**config.mk**
```make
export PLATFORM = sky130hd
export DESIGN_NAME = mtg_fifo
export DESIGN_NICKNAME = d
export VERILOG_FILES = /design/src/sv/mtg_pkg.sv /design/src/sv/mtg_fifo.sv
export SDC_FILE = /design/constraint.sdc
export NUM_CORES = 1
export LEC_CHECK = 0
export BUFFER_PORTS_ARGS = -buffer_cell sky130_fd_sc_hd__clkbuf_2
export CAP_MARGIN = 15
export CORE_MARGIN = 5
export CORE_UTILIZATION = 56
export DETAILED_ROUTE_END_ITERATION = 7
export PLACE_DENSITY = 0.83
export RECOVER_POWER = 50
export SYNTH_ARGS = -nofsm -noshare
export SYNTH_HDL_FRONTEND = slang
export SYNTH_SLANG_ARGS = --single-unit
```
**constraint.sdc**
```tcl
create_clock -name clk -period 2.55 [get_ports clk]
set_clock_uncertainty 0.2 [all_clocks]
set_input_delay 0.51 -clock clk [delete_from_list [all_inputs] [get_ports clk]]
set_output_delay 0.51 -clock clk [all_outputs]
set_load 0.02 [all_outputs]
```
**src/sv/mtg_pkg.sv**
```systemverilog
package mtg_pkg;

  localparam int WORD_W = 32;
  localparam int TBL_LEN = 624;
  localparam int TBL_SHIFT = 397;
  localparam int IDX_W = $clog2(TBL_LEN);

  localparam logic [WORD_W-1:0] LCG_MUL = 32'd69069;
  localparam logic [WORD_W-1:0] DEFAULT_SEED = 32'd4357;
  localparam logic [WORD_W-1:0] TWIST_MAT = 32'h9908_B0DF;
  localparam logic [WORD_W-1:0] TEMPER_B = 32'h9D2C_5680;
  localparam logic [WORD_W-1:0] TEMPER_C = 32'hEFC6_0000;
  localparam logic [WORD_W-1:0] LOWER_MASK = 32'h7FFF_FFFF;
  localparam logic [WORD_W-1:0] UPPER_MASK = ~LOWER_MASK;

  localparam int FIFO_DEPTH = 4;
  localparam int FIFO_PTR_W = $clog2(FIFO_DEPTH);
  localparam int FIFO_CNT_W = $clog2(FIFO_DEPTH + 1);

  typedef logic [WORD_W-1:0] word_t;
  typedef logic [IDX_W-1:0] idx_t;
  typedef logic [FIFO_CNT_W-1:0] fifo_cnt_t;

  typedef struct packed {
    logic  valid;
    word_t word;
  } word_push_t;

  function automatic word_t twist_word(word_t cur, word_t nxt, word_t far);
    word_t y;
    word_t v;
    y = (cur & UPPER_MASK) | (nxt & LOWER_MASK);
    v = far ^ (y >> 1);
    if (nxt[0]) begin
      v = v ^ TWIST_MAT;
    end
    return v;
  endfunction

  function automatic word_t temper(word_t w);
    word_t y;
    y = w;
    y = y ^ (y >> 11);
    y = y ^ ((y << 7) & TEMPER_B);
    y = y ^ ((y << 15) & TEMPER_C);
    y = y ^ (y >> 18);
    return y;
  endfunction

endpackage

```
**src/sv/mtg_fifo.sv**
```systemverilog
module mtg_fifo (
  input  logic                clk,
  input  logic                rst,
  input  logic                flush,
  input  mtg_pkg::word_push_t push,
  input  logic                pop,
  output mtg_pkg::fifo_cnt_t  count,
  output mtg_pkg::word_t      head
);

  mtg_pkg::word_t                  mem [mtg_pkg::FIFO_DEPTH];
  logic [mtg_pkg::FIFO_PTR_W-1:0]  wr_ptr;
  logic [mtg_pkg::FIFO_PTR_W-1:0]  rd_ptr;

  always_ff @(posedge clk) begin
    if (push.valid) begin
      mem[wr_ptr] <= push.word;
    end
    if (rst || flush) begin
      wr_ptr <= '0;
      rd_ptr <= '0;
      count <= '0;
    end else begin
      if (push.valid) begin
        wr_ptr <= wr_ptr + 1'b1;
      end
      if (pop) begin
        rd_ptr <= rd_ptr + 1'b1;
      end
      unique case ({push.valid, pop})
        2'b10: count <= count + 1'b1;
        2'b01: count <= count - 1'b1;
        default: count <= count;
      endcase
    end
  end

  assign head = mem[rd_ptr];

endmodule

```
# Word level (Yosys, flattened, before mapping)
# Memory sizes are Yosys's and may differ from the RTL's. A register that Yosys moved wholly into a read port is not among the register bits.
# Index checks and enable logic that the tools add are counted.
# totals
input_bits	37
memories	1
out_inout_bits	35
ramBits	128
elab_cells	17
register_bits	7
# mem_list
name	words	width	read_ports	rd_ports_with_merged_regs	wr	line_no	rtl
mem	4	32	1	1	1	mtg_fifo.sv:11	mtg_pkg::word_t mem [mtg_pkg::FIFO_DEPTH];
# classes
n_addsub	4
muxes	5
reduce_logical	2
eq_ne	2
# op_table
operator	count
$pmux 3 s2	1
$add 2x1->2 const B	2
$mux 2	2
$add 3x1->3 const B	1
$sub 3x1->3 const B	1
$eq 2x1->1 const B	1
$eq 2x2->1 const B	1
$mux 1	2
$reduce_bool 2->1	1
$logic_or 1x1->1	1

# Logic depth before layout (Yosys ltp)
# Gate-level depths: netlist of the first run.
# logic_depth
ltp_word	3
mapped_depth	6
depth_no_buf	6

# Least setup slack after synthesis of the first run
# OpenSTA, ideal clock, no wires.
# synth_timing
kind	input to register
startpoint	in push[32] (netlist bit)
endpoint	reg count[2]
path_slack_ns	0.607
stages	6
required_time_ns	2.280
arrival_ns	1.673
path_cell_list	inv_1 > ha_1 > fa_1 > xnor2_1 > or3_1 > a21oi_1
# synth_via
elab_chain_cells	2
# synth_rtl
element	line_no	rtl
start, declared	mtg_fifo.sv:5	input mtg_pkg::word_push_t push,
$eq 2x1->1 or $eq 2x2->1 (tied branches)	mtg_fifo.sv:30	unique case ({push.valid, pop})
$pmux 3 s2 or $reduce_bool 2->1 (tied branches)	--	
end signal, assigned	mtg_fifo.sv:31	2'b10: count <= count + 1'b1;
end signal, assigned	mtg_fifo.sv:32	2'b01: count <= count - 1'b1;
end signal, assigned	mtg_fifo.sv:33	default: count <= count;
end, declared	mtg_fifo.sv:7	output mtg_pkg::fifo_cnt_t count,
# Parallel ways exist; a longest one is shown, timed or not.
# A chain may end at the register's enable or synchronous reset.

==> results of run 1 <==
[layer usage]
metal / global-route usage (%) / share of wire [%] / up-vias
met5: 0 / 0 / -
met4: 6.85 / 1.1 / 0
met3: 4.77 / 4.6 / 7
met2: 28.2 / 52 / 62
met1: 22.0 / 42 / 1231
li1: - / - / 1082
[stage by stage]
stage / util [%] / cells / TNS (ps) / hold slack, ps
floorplan: - / 209 / 0 / 285
CTS: 72.7 / 435 / -341 / 0.216
finish: 74.3 / 436 / 0 / 70.2
detailed placement: 63.8 / 388 / 0 / 287
global placement: 63.8 / 388 / 0 / 274
global route: 74.3 / 436 / -556 / 74.6
[placed cells by master (no fill, tap or decap), types with 5 or more instances in the layout]
master / count
clkbuf_16: 17
clkbuf_1: 33
ha_1: 5
edfxtp_1: 128
buf_6: 26
clkbuf_2: 8
mux4_2: 32
dlygate4sd3_1: 13
dfxtp_1: 7
nor2_1: 7
[layout make-up]
cell class	count	share of cell area, %
Sequential cell	137	61.9
Clock buffer	17	6.36
Tap cell	108	2.08
Inverter	3	0.173
Clock inverter	15	2.63
Multi-Input combinational cell	61	14.6
Timing Repair Buffer	95	12.2
[logic make-up (layout without fill, tap and decap cells)]
logic type	count (synthesis)	in the layout
AO/OA/AOI/OAI	2	2
flip-flops	137	137
buffers and inverters	11	130
XOR/XNOR	5	5
multiplexers	34	34
AND/OR/NAND/NOR	14	14
adder cells (fa/ha/maj)	6	6
[cells in the mapped netlist (all sizes together)]
| library cell | instances | area (um^2) |
|---|---|---|
| and2 | 4 | 25.0 |
| buf | 7 | 86.3 |
| nor2 | 7 | 26.3 |
| or2 | 1 | 6.26 |
| xnor2 | 3 | 26.3 |
| mux4 | 32 | 728 |
| nand2 | 1 | 3.75 |
| fa | 1 | 20.0 |
| clkbuf | 1 | 3.75 |
| dfxtp | 9 | 180 |
| or3 | 1 | 6.26 |
| mux2i | 2 | 20.0 |
| edfxtp | 128 | 3840 |
| inv | 3 | 11.3 |
| xor2 | 2 | 17.5 |
| ha | 5 | 62.6 |
| a21oi | 1 | 5.00 |
| o21ai | 1 | 5.00 |
[report_power, final]
part	leakage, nW	switching (mW)	total (mW)	internal [mW]
clock network	0.283	0.907	2.40	1.49
registers	1.25	0.0205	2.54	2.52
logic	0.666	0.195	0.388	0.193
[path summary, 6_finish.rpt]
path / cells after the start / to
max reg2reg: 4 / mem[0][3]$_DFFE_PP_
min: 1 / mem[1][24]$_DFFE_PP_
max: 3 / head[2]
min reg2reg: 2 / count[2]$_SDFFE_PP0P_
[flip-flops by register name, indices dropped and copies added, names as in the netlist, named ones only]
name,flops
count,3
mem,128
wr_ptr,2
rd_ptr,2
[timing repair]
| item | in CTS | in global routing |
|---|---|---|
| hold endpoints to repair | 49 | 0 |
| resized for setup | 4 | 83 |
| gates cloned | 2 | 1 |
| endpoints found under the setup margin | 32 | 25 |
| hold buffers | 13 | 0 |
==> summary.md, run 1 <==
| Metric | Value |
|---|---|
| Main combinational cell family by area after synthesis | `multiplexers` |
| GP Congestion | `0.674` |
| Worst-Margin Slew | `565 ps` |
| Critical-path top delay cell | `mux4_2` |
| Area Overhead vs Synth | `28.2%` |
| Fmax | `just under 400 MHz` |
| Dpl cell area | `around 5600 um^2` |
| First-pass GRT wire length | `approximately 14 mm` |
| Period utilisation layout | `99.5%` |
| Port Buf Inserts | `71` |
| RSZ-0062 raised after global routing | `true` |
| # DRC | `0` |
| Remaining global-route overflow | `0` |
| Post-CTS setup repair buffer count | `0` |
| R2R Path Start | `wr_ptr[0]$_SDFFE_PP0P_` |
| Worst VDD drop | `618 uV` |
| Distinct cells, synth | `21` |
| CTS H-tree lvls | `4` |
| Critical path class | `reg -> out` |
| Post-synthesis adder-cell area fraction | `1.63%` |
| Hold Startpoint | `push[24]` |
| CP arrival | `between 1500 and 2000 ps` |
| Overall Global Routing Usage | `between 15 and 20%` |
| Max Cap Viol | `0` |
| Gate count of the mapped netlist | `between 200 and 250` |
| Synth Warn # | `0` |
| Pwr Total | `5.32 mW` |
| Worst Path Max Fanout | `8` |
| ANT cells | `0` |
| R2R Setup Slk | `between 600 and 700 ps` |
| Worst-Skew Late Latency | `500 ps` |
| Design Area, Final | `6510 um^2` |
| Max_slew headroom | `about 62%` |
| CP startpoint kind | `flop` |
| Root buf cell | `clkbuf_8` |
| Slowest stage delay, CP | `about 520 ps` |
| Number of buffers created by CTS | `17` |
| Outcome | `completed` |
| Vias | `2382` |
| Max Root-Sink Buffers | `2` |
| Lkg Pwr | `between 2 and 2.5 nW` |
| XOR/XNOR share of the synthesized area | `less than 1%` |
| Die area | `11100 um^2` |
| DP HPWL | `a little over 5 mm` |
| WL per Instance | `~21 um` |
| Antenna viol nets, final | `0` |
| Hold WC Path Type | `in -> reg` |
| Reg area | `4030 um^2` |
| CTS tree | `yes` |
| Chip height | `between 100 and 150 um` |
| Slew Viols, Final | `0` |
| Share of layout cells above drive strength 1 | `between 30 and 40%` |
| Row cnt | `34` |
| Fillers | `523` |
| Routed WL | `around 9 mm` |
| Crit path buffers/inverters | `2` |
| Syn avg cell area | `about 24 um^2` |
| # setup viols final | `0` |
| WP data required | `approximately 1800 ps` |
| Avg Vias per Cell | `5.46` |
| Total clock sinks | `between 100 and 150` |
| Mux contribution to synthesized area | `about 15%` |
| Vias in the first global route | `around 2.6k` |
| Final hold violations | `0` |
| Die X | `105 um` |
| DR pass1 iterations | `4` |
| FF+latch count, synth | `~140` |
| Ports | `between 70 and 80` |
| Compound-Gate Fraction of Synth Area | `0.197%` |
| PnR worst setup slack | `between 10 and 15 ps` |
| Post-Syn Area | `5080 um^2` |
| Initial Util | `between 50% and 60%` |
| DR iter-0 viols | `~110` |
| CP Cell Sequence | `clkbuf_16, mux4_2, buf_6` |
| P per Cell Area | `~800 nW/um^2` |
| Pin count of the biggest net entering global routing | `33` |
| Mapped Nets | `252` |
| Sequential area share after synthesis | `approximately four fifths` |
| Post-layout nets | `358` |
| Place WS | `345 ps` |
| Min cycle time layout | `between 2000 and 3000 ps` |
| Initial antenna violation count | `0` |
| Synth Area in Simple Gates | `~1.3%` |
| Multi-input logic area | `approximately 950 um^2` |
| Clk slew on worst S/H paths | `60 ps` |
| Core box area | `about 9000 um^2` |
| CP Capture Type | `output pin` |
| Top delay family on crit path | `multiplexers` |
(Power assumes the default switching activity.)
==> run 2, diff against run 1 <==
- CORE_ASPECT_RATIO: unset -> 1.75
- CORE_UTILIZATION: 56 -> 59
- CTS_BUF_LIST: unset -> sky130_fd_sc_hd__clkbuf_8
- PLACE_DENSITY: 0.83 -> 0.87
- SKIP_LAST_GASP: unset -> 1
==> summary.md, run 2 (synthesis gave the netlist of run 1 again) <==
| Metric | Value |
|---|---|
| Outcome | `completed (unchanged)` |
| Clk slew on worst S/H paths | `70 ps (was 60 ps)` |
| Min cycle time layout | `2430 ps (was 2540 ps)` |
| WP data required | `1840 ps (about the same)` |
| Most flop-heavy register | `mem (unchanged)` |
| CP Capture Type | `output pin (unchanged)` |
| Hold WC Path Type | `in -> reg (unchanged)` |
| RSZ-0062 raised after global routing | `false (was true)` |
| Final hold violations | `0 (unchanged)` |
| Overall Global Routing Usage | `17.1% (was 17.2%)` |
| Antenna viol nets, final | `0 (unchanged)` |
| Top flop regs | `mem x128, count x3 (unchanged)` |
| DR pass1 iterations | `4 (unchanged)` |
| CP arrival | `1720 ps (was 1830 ps)` |
| Worst-Margin Slew | `1270 ps (was 565 ps)` |
| Multi-input logic area | `955 um^2 (was 950 um^2)` |
| P per Cell Area | `718 nW/um^2 (was 818 nW/um^2)` |
| DR iter-0 viols | `122 (was 113)` |
| Core box area | `8370 um^2 (was 8760 um^2)` |
| WL per Instance | `19.0 um (was 20.8 um)` |
| Max reg flops | `128 (unchanged)` |
| # DRC | `0 (unchanged)` |
| Worst Path Max Fanout | `14 (was 8)` |
| CTS tree | `yes (unchanged)` |
| Worst reg-to-reg path cell count | `3 (was 4)` |
| GP Congestion | `0.724 (was 0.674)` |
| Number of buffers created by CTS | `17 (unchanged)` |
| Port Buf Inserts | `71 (unchanged)` |
| R2R Setup Slk | `250 ps (was 640 ps)` |
| Share of layout cells above drive strength 1 | `35.2% (was 36.3%)` |
| Worst VDD drop | `499 uV (was 618 uV)` |
| Critical path class | `reg -> out (unchanged)` |
| Lkg Pwr | `2.00 nW (was 2.20 nW)` |
| Commonest cells after routing, fill and taps aside | `128 x edfxtp_1, 38 x clkbuf_2, 33 x clkbuf_1, 30 x mux4_2, 17 x clkbuf_8 (was 128 x edfxtp_1, 33 x clkbuf_1, 32 x mux4_2, 26 x buf_6, 17 x clkbuf_16)` |
| Pin count of the biggest net entering global routing | `33 (unchanged)` |
| Max_slew headroom | `15.4% (was 62.3%)` |
| Die X | `80.1 um (was 105 um)` |
| Max Cap Viol | `0 (unchanged)` |
| Most common cell after layout, fill and taps aside | `edfxtp_1 (unchanged)` |
| Hold endpoint | `mem[2][2]$_DFFE_PP_ (was mem[1][24]$_DFFE_PP_)` |
| Chip height | `133 um (was 105 um)` |
| Met2 wire length | `4.79 mm (was 4.71 mm)` |
| Remaining global-route overflow | `0 (unchanged)` |
| Root buf cell | `clkbuf_8 (unchanged)` |
| Reg2reg end | `mem[3][30]$_DFFE_PP_ (was mem[0][3]$_DFFE_PP_)` |
| Initial Util | `60.7% (was 57.9%)` |
| Row cnt | `44 (was 34)` |
| Worst-Skew Late Latency | `420 ps (was 500 ps)` |
| Vias | `2311 (was 2382)` |
| Die area | `10600 um^2 (was 11100 um^2)` |
| Post-layout nets | `349 (was 358)` |
| Period utilisation layout | `95.2% (was 99.5%)` |
| Avg Vias per Cell | `5.32 (was 5.46)` |
| Fmax | `412 MHz (was 394 MHz)` |
| Slew Viols, Final | `0 (unchanged)` |
| Fillers | `574 (was 523)` |
| DR top layer | `met4 (unchanged)` |
| WHS | `145 ps (was 70.2 ps)` |
| Hold depth | `1 (unchanged)` |
| Initial antenna violation count | `0 (unchanged)` |
| # setup viols final | `0 (unchanged)` |
| Total clock sinks | `137 (unchanged)` |
| Area Overhead vs Synth | `17.9% (was 28.2%)` |
| Reg area | `4030 um^2 (about the same)` |
| R2R Path Start | `wr_ptr[0]$_SDFFE_PP0P_ (unchanged)` |
| Hold Startpoint | `push[2] (was push[24])` |
| DP HPWL | `5.29 mm (was 5.06 mm)` |
| Vias in the first global route | `2478 (was 2594)` |
| First-pass GRT wire length | `12.8 mm (was 14.1 mm)` |
| Routed length on met1 | `3.00 mm (was 3.82 mm)` |
| Ports | `72 (unchanged)` |
| Total Negative Setup Slacks | `0 ps (unchanged)` |
| Max Root-Sink Buffers | `2 (unchanged)` |
| CTS H-tree lvls | `4 (unchanged)` |
| Metal3 WL | `357 um (was 420 um)` |
| CP startpoint kind | `flop (unchanged)` |
| Routed WL | `8.23 mm (was 9.05 mm)` |
-- run 2: cell count changes in the layout (fill, tap and decap cells not counted), moves of 4 or more --
cell | before | now
buf_2 | 4 | 0
inv_6 | 4 | 0
dlygate4sd3_1 | 13 | 0
buf_6 | 26 | 0
clkbuf_16 | 17 | 0
clkbuf_8 | 1 | 17
clkinv_1 | 1 | 6
clkbuf_2 | 8 | 38
-- run 2: power breakdown --
group	total [mW]	internal [mW]	switching, mW
Clock	1.44	0.730	0.713
Sequential	2.54	2.52	0.0163
Combinational	0.319	0.138	0.181
-- run 2: final cells by class --
cell class,instances,share of cell area [%]
flip-flops and latches,137,67.3
multi-input cells,61,15.9
repair buffers,86,8.72
clock buffers,17,3.91
well taps,115,2.40
clock inverters,14,1.53
inverters,3,0.188
diodes,1,0.0418
-- run 2: per-layer routing --
layer / vias up / track usage [%]
li1: 1059 / -
met1: 1186 / 19.0
met2: 59 / 29.2
met3: 7 / 5.71
met4: 0 / 7.42
met5: - / 0
-- run 2: critical path, stage by stage, from the launching register on --
cell,delay [ps]
dfxtp_2,370
buf_8,200
mux4_2,550
clkbuf_2,180
-- run 2: worst max path at each step --
stage	cells after the start	slack [ps]	endpoint	from
after floorplan	6	610	count[2]$_SDFFE_PP0P_	push[32]
after global placement	7	370	count[2]$_SDFFE_PP0P_	push[32]
after detailed placement	7	340	count[2]$_SDFFE_PP0P_	push[32]
after CTS	3	30	head[27]	flop
after global routing	3	20	head[2]	flop
final	3	120	head[0]	flop
-- run 2: timing repair --
| action | CTS | global route |
|---|---|---|
| hold endpoints to repair | 0 | 0 |
| hold buffers | 0 | 0 |
| resized for setup | 1 | 1 |
| pin swaps | 0 | 0 |
| setup buffers | 0 | 7 |
| endpoints found under the setup margin | 10 | 4 |
-- run 2: metrics by stage --
step	std cells	util [%]	cell area, um^2	setup WS [ps]	power [mW]
after floorplan	209	-	5080	607	2.78
after CTS	426	70.9	5930	27.7	4.34
after global placement	395	67.0	5600	372	2.89
after detailed placement	395	67.0	5600	338	2.90
after global routing	433	71.5	5980	20.2	4.47
final	434	71.5	5990	122	4.30
